==> src/hdl/oae_pkg.sv <==
`timescale 1ns / 1ps
`default_nettype none

package oae_pkg;

    localparam int DEPTH      = 64;
    localparam int DATA_WIDTH = 32;
    localparam int ADDR_W     = $clog2(DEPTH);
    localparam int CNT_W      = $clog2(DEPTH + 1);

    // request codes
    localparam logic [3:0] REQ_PUSH   = 4'd0;
    localparam logic [3:0] REQ_POP    = 4'd1;
    localparam logic [3:0] REQ_INSERT = 4'd2;
    localparam logic [3:0] REQ_ERASE  = 4'd3;
    localparam logic [3:0] REQ_READ   = 4'd4;
    localparam logic [3:0] REQ_WRITE  = 4'd5;
    localparam logic [3:0] REQ_FIND_F = 4'd6;
    localparam logic [3:0] REQ_FIND_L = 4'd7;
    localparam logic [3:0] REQ_RESIZE = 4'd8;
    localparam logic [3:0] REQ_CLEAR  = 4'd9;

    // status codes
    localparam logic [1:0] ST_OK    = 2'd0;
    localparam logic [1:0] ST_FULL  = 2'd1;
    localparam logic [1:0] ST_EMPTY = 2'd2;
    localparam logic [1:0] ST_RANGE = 2'd3;

    typedef struct packed {
        logic [3:0]         req_type;
        logic [6:0]         index;
        logic [6:0]         count;
        logic signed [31:0] value;
    } t_req;

    typedef struct packed {
        logic [1:0]         status;
        logic signed [31:0] read_data;
        logic               found;
        logic [5:0]         found_index;
        logic [6:0]         fill_level;
    } t_res;

    typedef struct packed {
        logic capture;
        logic setup;
        logic walk;
        logic commit;
    } t_ctl_cmd;

    typedef struct packed {
        logic walk_done;
        logic out_free;
    } t_ctl_sts;

endpackage

`default_nettype wire

==> src/hdl/oae_ram.sv <==
`timescale 1ns / 1ps
`default_nettype none

module oae_ram #(
    parameter int WIDTH = 32,
    parameter int DEPTH = 64
) (
    input  wire logic                     i_clk,
    input  wire logic                     i_we,
    input  wire logic [$clog2(DEPTH)-1:0] i_waddr,
    input  wire logic [WIDTH-1:0]         i_wdata,
    input  wire logic                     i_re,
    input  wire logic [$clog2(DEPTH)-1:0] i_raddr,
    output logic      [WIDTH-1:0]         o_rdata
);

    logic [WIDTH-1:0] r_mem [DEPTH];

    always_ff @(posedge i_clk) begin
        if (i_we) begin
            r_mem[i_waddr] <= i_wdata;
        end
        if (i_re) begin
            o_rdata <= r_mem[i_raddr];
        end
    end

endmodule

`default_nettype wire

==> src/hdl/oae_ctrl.sv <==
`timescale 1ns / 1ps
`default_nettype none

module oae_ctrl
    import oae_pkg::*;
(
    input  wire logic     i_clk,
    input  wire logic     i_rst_n,
    input  wire logic     i_in_valid,
    input  wire t_ctl_sts i_sts,
    output t_ctl_cmd      o_cmd,
    output logic          o_busy
);

    localparam logic [1:0] S_IDLE   = 2'd0;
    localparam logic [1:0] S_SETUP  = 2'd1;
    localparam logic [1:0] S_WALK   = 2'd2;
    localparam logic [1:0] S_COMMIT = 2'd3;

    logic [1:0] r_state;
    logic [1:0] n_state;

    always_comb begin
        n_state        = r_state;
        o_cmd          = '0;
        unique case (r_state)
            S_IDLE: begin
                if (i_in_valid) begin
                    o_cmd.capture = 1'b1;
                    n_state       = S_SETUP;
                end
            end
            S_SETUP: begin
                o_cmd.setup = 1'b1;
                n_state     = S_WALK;
            end
            S_WALK: begin
                if (i_sts.walk_done) begin
                    n_state = S_COMMIT;
                end else begin
                    o_cmd.walk = 1'b1;
                end
            end
            S_COMMIT: begin
                // hold until the output register can take the result
                if (i_sts.out_free) begin
                    o_cmd.commit = 1'b1;
                    n_state      = S_IDLE;
                end
            end
            default: n_state = S_IDLE;
        endcase
    end

    always_ff @(posedge i_clk) begin
        if (!i_rst_n) begin
            r_state <= S_IDLE;
        end else begin
            r_state <= n_state;
        end
    end

    assign o_busy = (r_state != S_IDLE);

endmodule

`default_nettype wire

==> src/hdl/oae_dpath.sv <==
`timescale 1ns / 1ps
`default_nettype none

module oae_dpath
    import oae_pkg::*;
(
    input  wire logic     i_clk,
    input  wire logic     i_rst_n,
    input  wire t_req     i_req,
    input  wire t_ctl_cmd i_cmd,
    input  wire logic     i_out_stall,
    output t_ctl_sts      o_sts,
    output logic          o_out_valid,
    output t_res          o_res
);

    // captured item
    logic [3:0]            r_req_type;
    logic [CNT_W-1:0]      r_idx;
    logic [CNT_W-1:0]      r_cnt;
    logic [DATA_WIDTH-1:0] r_val;

    logic [CNT_W-1:0]      r_count;
    logic [1:0]            r_status;
    logic [CNT_W-1:0]      r_ptr;
    logic [CNT_W-1:0]      r_left;
    logic                  r_pend;
    logic [ADDR_W-1:0]     r_paddr;
    logic                  r_found;
    logic [ADDR_W-1:0]     r_fidx;
    logic                  r_out_valid;
    t_res                  r_res;

    logic [1:0]            n_status;
    logic [CNT_W-1:0]      n_ptr;
    logic [CNT_W-1:0]      n_left;
    logic [CNT_W-1:0]      n_count;
    logic [CNT_W:0]        w_end;
    logic                  w_fill;
    logic                  w_down;
    logic                  w_find;
    logic                  w_issue;

    logic                  w_we;
    logic [ADDR_W-1:0]     w_waddr;
    logic [DATA_WIDTH-1:0] w_wdata;
    logic [DATA_WIDTH-1:0] w_rdata;

    assign w_end  = {1'b0, r_idx} + {1'b0, r_cnt};
    assign w_fill = (r_req_type == REQ_RESIZE);
    assign w_down = (r_req_type == REQ_INSERT) || (r_req_type == REQ_FIND_L);
    assign w_find = (r_req_type == REQ_FIND_F) || (r_req_type == REQ_FIND_L);
    assign w_issue = i_cmd.walk && !w_fill && (r_left != '0);

    // request check and walk bounds
    always_comb begin
        n_status = ST_OK;
        n_ptr    = '0;
        n_left   = '0;
        unique case (r_req_type)
            REQ_PUSH: begin
                if (r_count >= CNT_W'(DEPTH)) n_status = ST_FULL;
            end
            REQ_POP: begin
                if (r_count == '0) n_status = ST_EMPTY;
            end
            REQ_INSERT: begin
                if (r_count >= CNT_W'(DEPTH)) begin
                    n_status = ST_FULL;
                end else if (r_idx > r_count) begin
                    n_status = ST_RANGE;
                end else begin
                    n_ptr  = r_count - 1'b1;
                    n_left = r_count - r_idx;
                end
            end
            REQ_ERASE: begin
                if (r_count == '0) begin
                    n_status = ST_EMPTY;
                end else if (w_end > {1'b0, r_count}) begin
                    n_status = ST_RANGE;
                end else begin
                    n_ptr  = w_end[CNT_W-1:0];
                    n_left = r_count - w_end[CNT_W-1:0];
                end
            end
            REQ_READ: begin
                if (r_idx >= r_count) begin
                    n_status = ST_RANGE;
                end else begin
                    n_ptr  = r_idx;
                    n_left = CNT_W'(1);
                end
            end
            REQ_WRITE: begin
                if (r_idx >= r_count) n_status = ST_RANGE;
            end
            REQ_FIND_F: begin
                n_ptr  = '0;
                n_left = r_count;
            end
            REQ_FIND_L: begin
                n_ptr  = r_count - 1'b1;
                n_left = r_count;
            end
            REQ_RESIZE: begin
                if (r_cnt > CNT_W'(DEPTH)) begin
                    n_status = ST_RANGE;
                end else begin
                    n_ptr = r_count;
                    if (r_cnt > r_count) n_left = r_cnt - r_count;
                end
            end
            default: n_status = ST_OK;
        endcase
    end

    // fill count after the item
    always_comb begin
        n_count = r_count;
        if (r_status == ST_OK) begin
            unique case (r_req_type)
                REQ_PUSH:   n_count = r_count + 1'b1;
                REQ_POP:    n_count = r_count - 1'b1;
                REQ_INSERT: n_count = r_count + 1'b1;
                REQ_ERASE:  n_count = r_count - r_cnt;
                REQ_RESIZE: n_count = r_cnt;
                REQ_CLEAR:  n_count = '0;
                default:    n_count = r_count;
            endcase
        end
    end

    // memory write port: shifts and fills during the walk, single writes at commit
    always_comb begin
        w_we    = 1'b0;
        w_waddr = '0;
        w_wdata = r_val;
        if (i_cmd.walk) begin
            if (w_fill) begin
                w_we    = (r_left != '0);
                w_waddr = r_ptr[ADDR_W-1:0];
            end else if (r_pend && (r_req_type == REQ_INSERT)) begin
                w_we    = 1'b1;
                w_waddr = r_paddr + 1'b1;
                w_wdata = w_rdata;
            end else if (r_pend && (r_req_type == REQ_ERASE)) begin
                w_we    = 1'b1;
                w_waddr = r_paddr - r_cnt[ADDR_W-1:0];
                w_wdata = w_rdata;
            end
        end else if (i_cmd.commit && (r_status == ST_OK)) begin
            unique case (r_req_type)
                REQ_PUSH: begin
                    w_we    = 1'b1;
                    w_waddr = r_count[ADDR_W-1:0];
                end
                REQ_INSERT, REQ_WRITE: begin
                    w_we    = 1'b1;
                    w_waddr = r_idx[ADDR_W-1:0];
                end
                default: w_we = 1'b0;
            endcase
        end
    end

    oae_ram #(
        .WIDTH (DATA_WIDTH),
        .DEPTH (DEPTH)
    ) u_store (
        .i_clk   (i_clk),
        .i_we    (w_we),
        .i_waddr (w_waddr),
        .i_wdata (w_wdata),
        .i_re    (w_issue),
        .i_raddr (r_ptr[ADDR_W-1:0]),
        .o_rdata (w_rdata)
    );

    always_ff @(posedge i_clk) begin
        if (i_cmd.capture) begin
            r_req_type <= i_req.req_type;
            r_idx      <= i_req.index;
            r_cnt      <= i_req.count;
            r_val      <= DATA_WIDTH'(i_req.value);
        end

        if (i_cmd.setup) begin
            r_status <= n_status;
            r_ptr    <= n_ptr;
            r_left   <= (n_status == ST_OK) ? n_left : '0;
            r_found  <= 1'b0;
            r_fidx   <= '0;
        end else if (i_cmd.walk) begin
            if (w_issue || (w_fill && (r_left != '0))) begin
                r_ptr  <= w_down ? r_ptr - 1'b1 : r_ptr + 1'b1;
                r_left <= r_left - 1'b1;
            end
            r_paddr <= r_ptr[ADDR_W-1:0];
            // first hit in walk order wins
            if (r_pend && w_find && !r_found && (w_rdata == r_val)) begin
                r_found <= 1'b1;
                r_fidx  <= r_paddr;
            end
        end

        if (i_cmd.commit) begin
            r_res.status      <= r_status;
            r_res.read_data   <= ((r_req_type == REQ_READ) && (r_status == ST_OK))
                                 ? w_rdata : '0;
            r_res.found       <= r_found;
            r_res.found_index <= r_fidx;
            r_res.fill_level  <= n_count;
        end
    end

    always_ff @(posedge i_clk) begin
        if (!i_rst_n) begin
            r_count     <= '0;
            r_pend      <= 1'b0;
            r_out_valid <= 1'b0;
        end else begin
            if (i_cmd.setup) begin
                r_pend <= 1'b0;
            end else if (i_cmd.walk) begin
                r_pend <= w_issue;
            end
            if (i_cmd.commit) begin
                r_count     <= n_count;
                r_out_valid <= 1'b1;
            end else if (!i_out_stall) begin
                r_out_valid <= 1'b0;
            end
        end
    end

    assign o_sts.walk_done = ((r_left == '0) && !r_pend) || r_found;
    assign o_sts.out_free  = !r_out_valid || !i_out_stall;
    assign o_out_valid     = r_out_valid;
    assign o_res           = r_res;

endmodule

`default_nettype wire

==> src/hdl/ordered_array_engine_core.sv <==
// ordered array engine: a packed array of up to 64 signed words with a fill count.
// input channel: i_valid / o_stall carry one request item (i_req); it is taken at
// an edge with i_valid high and o_stall low. output channel: o_valid / i_stall
// carry one result item (o_res) per request, held steady while i_stall is high.
// each item passes capture, check, walk and commit; the walk goes over the element
// memory (separate write and read ports), one entry per cycle:
//   insert shifts the entries from idx to n-1 up, erase shifts the entries behind
//   the erased range down, find reads up to all n entries (ends early on a hit),
//   read reads one entry, resize fills the new entries when it grows, all other
//   requests have no walk (n is the fill count).
// the longest walks are a find or an erase over a full array. items are
// handled one at a time; a new item is taken as soon as the previous one has
// committed, even while its result still waits in the output register. if that
// register is still held by i_stall when the next item is ready to commit, the
// engine waits in commit.
// reset (synchronous, active low) empties the array and drops any pending result;
// element contents stay undefined until written, which is never observable.
`timescale 1ns / 1ps
`default_nettype none

module ordered_array_engine_core
    import oae_pkg::*;
(
    input  wire logic i_clk,
    input  wire logic i_rst_n,
    input  wire logic i_valid,
    output logic      o_stall,
    input  wire t_req i_req,
    output logic      o_valid,
    input  wire logic i_stall,
    output t_res      o_res
);

    t_ctl_cmd w_cmd;
    t_ctl_sts w_sts;
    logic     w_busy;

    oae_ctrl u_ctrl (
        .i_clk      (i_clk),
        .i_rst_n    (i_rst_n),
        .i_in_valid (i_valid),
        .i_sts      (w_sts),
        .o_cmd      (w_cmd),
        .o_busy     (w_busy)
    );

    oae_dpath u_dpath (
        .i_clk       (i_clk),
        .i_rst_n     (i_rst_n),
        .i_req       (i_req),
        .i_cmd       (w_cmd),
        .i_out_stall (i_stall),
        .o_sts       (w_sts),
        .o_out_valid (o_valid),
        .o_res       (o_res)
    );

    assign o_stall = w_busy;

endmodule

`default_nettype wire
==> config.mk <==
export PLATFORM = sky130hd
export DESIGN_NAME = ordered_array_engine_core
export DESIGN_NICKNAME = d
export VERILOG_FILES = /design/src/hdl/oae_pkg.sv /design/src/hdl/oae_ram.sv /design/src/hdl/oae_ctrl.sv /design/src/hdl/oae_dpath.sv /design/src/hdl/ordered_array_engine_core.sv
export SDC_FILE = /design/constraint.sdc
export NUM_CORES = 2
export LEC_CHECK = 0
export BUFFER_PORTS_ARGS = -buffer_cell sky130_fd_sc_hd__buf_4
export CAP_MARGIN = 5
export CORE_ASPECT_RATIO = 1.25
export CORE_MARGIN = 1
export CORE_UTILIZATION = 68
export DETAILED_ROUTE_END_ITERATION = 8
export HOLD_SLACK_MARGIN = 0.02
export PLACE_DENSITY_LB_ADDON = 0.15
export SYNTH_ARGS = -nofsm -noshare
export SYNTH_HDL_FRONTEND = slang
export SYNTH_SLANG_ARGS = --single-unit
==> constraint.sdc <==
create_clock -name i_clk -period 12.3 [get_ports i_clk]
set_clock_uncertainty 0.1 [all_clocks]
set_input_delay 3.69 -clock i_clk [delete_from_list [all_inputs] [get_ports i_clk]]
set_output_delay 3.69 -clock i_clk [all_outputs]
set_load 0.02 [all_outputs]
# ---- Yosys cells after proc, flatten, opt, wreduce, memory -nomap -nowiden
# Memories as Yosys holds them, arrays and structs flattened. A register that Yosys moved wholly into a read port is not among the register bits.
# Cells that the tools add are included.
# Widths: inputs -> output; s select.
dict set report word_totals {
  ff_bits 138
  latch_bits 0
  ramBits 2048
  mem_bits_ro 0
  inputBits 54
  out_inout_bits 50
  elab_cells 163
  mem_count 1
}
# memory depth width read_ports rd_clocked_by_memory_dff wr line
set mem_list {}
lappend mem_list {u_dpath.u_store.r_mem 64 32 1 1 1 oae_ram.sv:17} ;# logic [WIDTH-1:0] r_mem [DEPTH];
dict set report op_classes {
  addsub 12
  multipliers 0
  n_div 0
  magnitude_cmp 6
  eq_ne 17
  shifts 0
  muxes 65
  bitwise 2
  reduce_logical 41
}
# operator n
set op_table {}
lappend op_table {{$mux 7} 21}
lappend op_table {{$mux 32} 4}
lappend op_table {{$pmux 7 s5} 3}
lappend op_table {{$eq 32x32->1} 1}
lappend op_table {{$mux 6} 5}
lappend op_table {{$sub 7x7->7} 4}
lappend op_table {{$sub 7x1->7 const B} 3}
lappend op_table {{$mux 2} 10}
lappend op_table {{$mux 1} 19}
lappend op_table {{$eq 4x3->1 const B} 4}
lappend op_table {{$add 7x1->7 const B} 2}
lappend op_table {{$gt 7x7->1} 2}
lappend op_table {{$logic_not 7->1} 2}
lappend op_table {{$pmux 2 s6} 1}
lappend op_table {{$pmux 6 s2} 1}
lappend op_table {{$logic_and 1x1->1} 11}
lappend op_table {{$reduce_or 2->1} 5}
lappend op_table {{$add 7x7->8} 1}
lappend op_table {{$eq 4x2->1 const B} 2}
lappend op_table {{$eq 4x4->1 const B} 2}
lappend op_table {{$gt 8x7->1} 1}
lappend op_table {{$pmux 2 s4} 1}
lappend op_table {{$ge 7x7->1} 1}
lappend op_table {{$ge 7x7->1 const B} 1}
lappend op_table {{18 further kinds} 36}

# ---- Longest topological paths before layout
dict set report depth {
  depth_word 11
  mapped_depth 15
  mapped_depth_nobuf 14
}

# ---- Hierarchy
# From an unflattened synthesis, not the netlist that was laid out.
dict set report hier_totals {
  cells_unflattened 4130
  area_unflattened_um2 87685.3
}
# mod instances cells_per_inst area_each_um2 seq_area_each_um2
set modules_own_cells {}
lappend modules_own_cells {oae_ram 1 3324 78833.1 62459.9}
lappend modules_own_cells {oae_dpath 1 785 8655.8 3893.7}
lappend modules_own_cells {oae_ctrl 1 21 196.4 40.0}

# ---- Worst setup path after synthesis
# Ideal clock, no wire load.
dict set report synth_path {
  path_kind {input port to flip-flop}
  from {input port i_stall}
  to {memory u_dpath.u_store.r_mem[5][0] (enable)}
  setup_ns 0.502
  arrival_ns 8.188
  required_ns 11.698
  slack_ns 3.511
  cell_stages 8
  path_buffers 1
  path_cell_list {a21bo_2 -> nor4_1 -> and2_1 -> a32o_1 -> and2_1 -> nand2b_1 -> clkbuf_1 -> nor4_1}
}
dict set report synth_between {
  elab_chain_cells 9
  word_cells_on_any_way 11
  classes_between {8 x mux; 3 x reduce/logical}
}
# element line
set synth_lines {}
lappend synth_lines {{start: declaration} ordered_array_engine_core.sv:30} ;# input wire logic i_stall,
lappend synth_lines {{$logic_not 1->1 (*)} --}
lappend synth_lines {{$logic_or 1x1->1 (*)} oae_dpath.sv:238} ;# assign o_sts.out_free = !r_out_valid || !i_out_stall;
lappend synth_lines {{$mux 1 (*)} oae_ctrl.sv:46} ;# if (i_sts.out_free) begin
lappend synth_lines {{$mux 1 (*)} oae_ctrl.sv:26} ;# unique case (r_state)
lappend synth_lines {{$logic_and 1x1->1 (*)} oae_dpath.sv:152} ;# end else if (i_cmd.commit && (r_status == ST_OK)) begin
lappend synth_lines {{$mux 1} oae_dpath.sv:152}
lappend synth_lines {{$mux 1} oae_dpath.sv:139} ;# if (i_cmd.walk) begin
lappend synth_lines {{$mux 1} oae_ram.sv:20} ;# if (i_we) begin
lappend synth_lines {{$mux 1 (implied by the code)} oae_ram.sv:21} ;# r_mem[i_waddr] <= i_wdata;
lappend synth_lines {{end: declaration} oae_ram.sv:17}
# Mark *: on every way between the ends. The rest lies on a longest branch, timed or not.

# ---- Final worst setup path
dict set report layout_path {
  from {input port i_stall}
  to {memory u_dpath.u_store.r_mem[62][4] (enable)}
}
# Same word-level chain as after synthesis.

==> results.txt <==
----------------------------------------------------
[Outcome]
  Outcome ... finished clean

[Setup path]
  Peak per-stage delay on the critical path ... around 1.3 ns
  WP buf/inv ... 1
  Category of the worst setup path capture point ... register
  Number of cells on the critical path ... 8
  FF-to-FF End ... u_dpath.u_store.o_rdata[26]
  Arrival time of the worst setup path ... between 7 and 8 ns
  Critical Path Fanout Max ... 32
  Slowest cell on the critical path ... sky130_fd_sc_hd__nor2_4
  Type of the setup path with the least slack ... in -> reg
  Critical Path Source Type ... primary input
  Required time of the critical path ... around 13 ns
  Cell depth of the worst flop-to-flop path ... 8
  Reg-to-Reg Start ... u_dpath.r_ptr[0]
  Category of cells accounting for the largest share of critical-path delay ... simple AND/OR/NAND/NOR gates
  Worst path cell trace ... buf_4 -> a21bo_2 -> nor4_1 -> and2_1 -> a21oi_1 -> nor2_2 -> nand3_1 -> nor2_4
  Worst-case register-to-register setup slack ... ~7 ns

[Clocking]
  CTS tree ... built
  Clock buffer count from CTS ... approximately 200
  Clock latency on the worst-skew pair ... around 0.84 ns
  Maximum buffer depth of the clock tree ... 3
  Resize count post-CTS ... 0
  Number of clock sinks ... between 2,000 and 2,500
  Number of buffers inserted by hold repair at cts ... 0
  Post-CTS setup repair buffer count ... 0
  Clock input transition at the sequential cells of the worst setup and hold paths ... about 0.070 ns
  Clock tree root driver cell ... sky130_fd_sc_hd__clkbuf_16
  Total number of H-tree levels ... 4

[Global route]
  Antenna violations before repair ... 10
  Wire length of the first global-routing pass ... 330.7 mm
  Gr ovfl total ... 0
  Maximum number of pins on one net before global-route repair ... approximately 130
  Via count of the first global-routing pass ... between 40,000 and 50,000
  Global-route usage over all layers ... 37.61%

[STA]
  Setup repair after global routing missed its margin ... false
  Final Setup Violations ... 0
  Worst slew margin relative to its limit ... between 10% and 20%
  Total negative slack for setup checks ... 0 ns
  Worst Max-Slew Pin Slew ... 1.282 ns
  Period Utilization, post-route ... 61.14%
  Number of hold violations in the final report ... 0
  Worst Hold Margin ... approximately 0.34 ns
  Crit path time final ... between 7 and 8 ns
  Max Freq ... between 0.1 and 0.15 GHz
  Fin. max-slew vios ... 0
  Min setup slack post-route ... roughly 4.8 ns

[Logic synthesis]
  Yosys cell types ... 80
  Post-Syn Area ... 0.08750 mm²
  Syn avg cell area ... 22.25 µm²
  Count of yosys warnings during synthesis ... 0
  Sequential fraction of the synthesis area ... ~76%
  Yosys top cell area share ... 75.47%
  Cell types with the largest area share after synthesis ... sky130_fd_sc_hd__edfxtp_1 (75%), sky130_fd_sc_hd__mux4_2 (16%), sky130_fd_sc_hd__ha_1 (0.83%)
  EDFF count, synth ... roughly 2,200
  Cell taking the most area after synthesis ... sky130_fd_sc_hd__edfxtp_1
  Gate Count Post-Synth ... about 3,900
  Seq cells post-synth ... roughly 2,200
  Proportion of synthesized flip-flops having asynchronous set or reset ... 0%
  Syn nets ... 4,052
  Most used flip-flop cell after synthesis ... sky130_fd_sc_hd__edfxtp_1

[Floorplanning]
  Floorplan Core Area ... between 0.1 and 0.15 mm²
  Die height ... approximately 400 µm
  Die X-Extent ... about 320 µm
  Initial cell density of the core ... between 60 and 70%
  I/O Pins ... ~100
  Number of rows created at floorplan ... around 150
  Die area ... roughly 0.13 mm²

[Layout]
  Highest-count cells in the layout ignoring fill and taps ... sky130_fd_sc_hd__edfxtp_1 (2,199), sky130_fd_sc_hd__mux4_2 (621), sky130_fd_sc_hd__clkbuf_16 (203), sky130_fd_sc_hd__buf_4 (171), sky130_fd_sc_hd__nor2_1 (79)
  Final Net Count ... 4,236
  Fraction of final layout cells sized beyond drive strength 1 ... 27.93%
  Most common library cell in the layout ignoring fill and taps ... sky130_fd_sc_hd__edfxtp_1
  Post-layout instance count excluding filler cells ... around 6,000
  Layout overhead on the synthesized area ... 10.75%

[Pwr]
  Leakage power ... about 0.030 µW
  Power density over the cells ... 219.9 mW/mm²
  Worst IR Drop VDD ... around 0.26 mV

[Placed design]
  Count of input and output buffers ... slightly above 100
  Weighted congestion reported at the end of routability-driven placement ... ~0.95
  Number of cells in the design after placement ... approximately 5,600
  HPWL after detailed placement ... roughly 130 mm
  Place WS ... roughly 4.2 ns

[Hold path]
  Hold Startpoint ... u_dpath.r_fidx[2]
  Endpoint with the worst hold slack ... u_dpath.o_res[9]
  Number of cells traversed by the worst hold path ... 0
  Worst min path class ... reg -> reg

[Drt]
  Iteration count of the initial detailed-routing pass ... 5
  Wirelength per Cell ... between 30 and 40 µm
  Post-Route WL ... between 200 and 250 mm
  Number of nets still failing antenna checks after routing ... 0
  Number of vias per cell ... between 7 and 8
  Iter 0 DRT Violations ... between 7,000 and 8,000
  DRC errors left ... 0
  Vias post-DR ... between 40,000 and 50,000

[Job]
  Max-Cap Viols ... 0

----------------------------------------------------
==> through the flow <==
| step | utilization [%] | instance area [µm²] | power (µW) |
|---|---|---|---|
| after floorplan | - | 87500 | 12980 |
| final | 76.22 | 96900 | 21310 |
| after detailed placement | 71.45 | 90840 | 15380 |
| after CTS | 76.21 | 96900 | 21250 |
| after global routing | 76.21 | 96900 | 21730 |
| after global placement | 71.45 | 90840 | 15310 |
==> cell usage after synthesis, drive strengths merged, types with 10 or more instances <==
master	count
xnor2	44
buf	69
nand2	58
clkbuf	123
mux2i	46
nor2b	20
nand4	12
nor4	22
nand2b	13
o22ai	35
a221oi	10
xor2	28
o21ai	30
mux4	621
dfxtp	18
mux2	32
edfxtp	2199
and2	40
ha	58
nand3	22
o221ai	21
inv	44
nor2	123
nor3	22
a211oi	10
a22oi	34
a21oi	53
==> how the worst max path moves through the flow <==
stage,from,endpoint
3_5_place_dp,i_stall,u_dpath.u_store.r_mem[62][13]
2_1_floorplan,i_stall,u_dpath.u_store.r_mem[5][0]
3_3_place_gp,i_stall,u_dpath.u_store.r_mem[62][13]
4_1_cts,i_stall,u_dpath.u_store.r_mem[62][23]
6_report,i_stall,u_dpath.u_store.r_mem[62][4]
5_1_grt,i_stall,u_dpath.u_store.r_mem[62][23]
==> cell families (layout without fill, tap and decap cells) <==
logic type	after synthesis	in the layout	synth area share, %
other	0	3	0
buffers and inverters	236	582	1.091
XOR/XNOR	72	72	0.7207
AO/OA/AOI/OAI	274	274	2.219
multiplexers	699	699	16.92
flip-flops	2217	2217	75.88
adder cells (fa/ha/maj)	65	65	0.9896
AND/OR/NAND/NOR	370	370	2.175
==> registers in the layout, summed over array words and instances (netlist names), 7 cells and up <==
name and cells:
u_dpath.r_count 7, u_dpath.r_val 32, u_dpath.u_store.o_rdata 32, u_dpath.u_store.r_mem 2048
u_dpath.r_idx 7, u_dpath.r_cnt 7, u_dpath.r_left 7, u_dpath.o_res 48
==> area by class of cell <==
cell class | count | area (µm²)
Inverter | 44 | 165.2
Clock inverter | 117 | 825.8
Sequential cell | 2217 | 66390
Clock buffer | 243 | 5230
Multi-Input combinational cell | 1480 | 20730
Timing Repair Buffer | 178 | 1424
Fill cell | 6473 | 30240
Tap cell | 1702 | 2130
Antenna cell | 3 | 7.507
==> power by group <==
part | internal (µW) | leakage, µW | switching (µW)
sequential | 8780 | 0.0200 | 131
combinational | 2520 | 0.00741 | 3960
clock | 3180 | 0.00295 | 2730
==> routing by layer <==
metal / GRT usage, % / vias to the layer above / part of all wire (%)
met5: 0 / - / 0.0076
met4: 21.05 / 4 / 6.8
met3: 7.497 / 658 / 11
met2: 60.04 / 3494 / 49
met1: 49.30 / 23100 / 33
li1: - / 17040 / -
(Power assumes the default switching activity.)
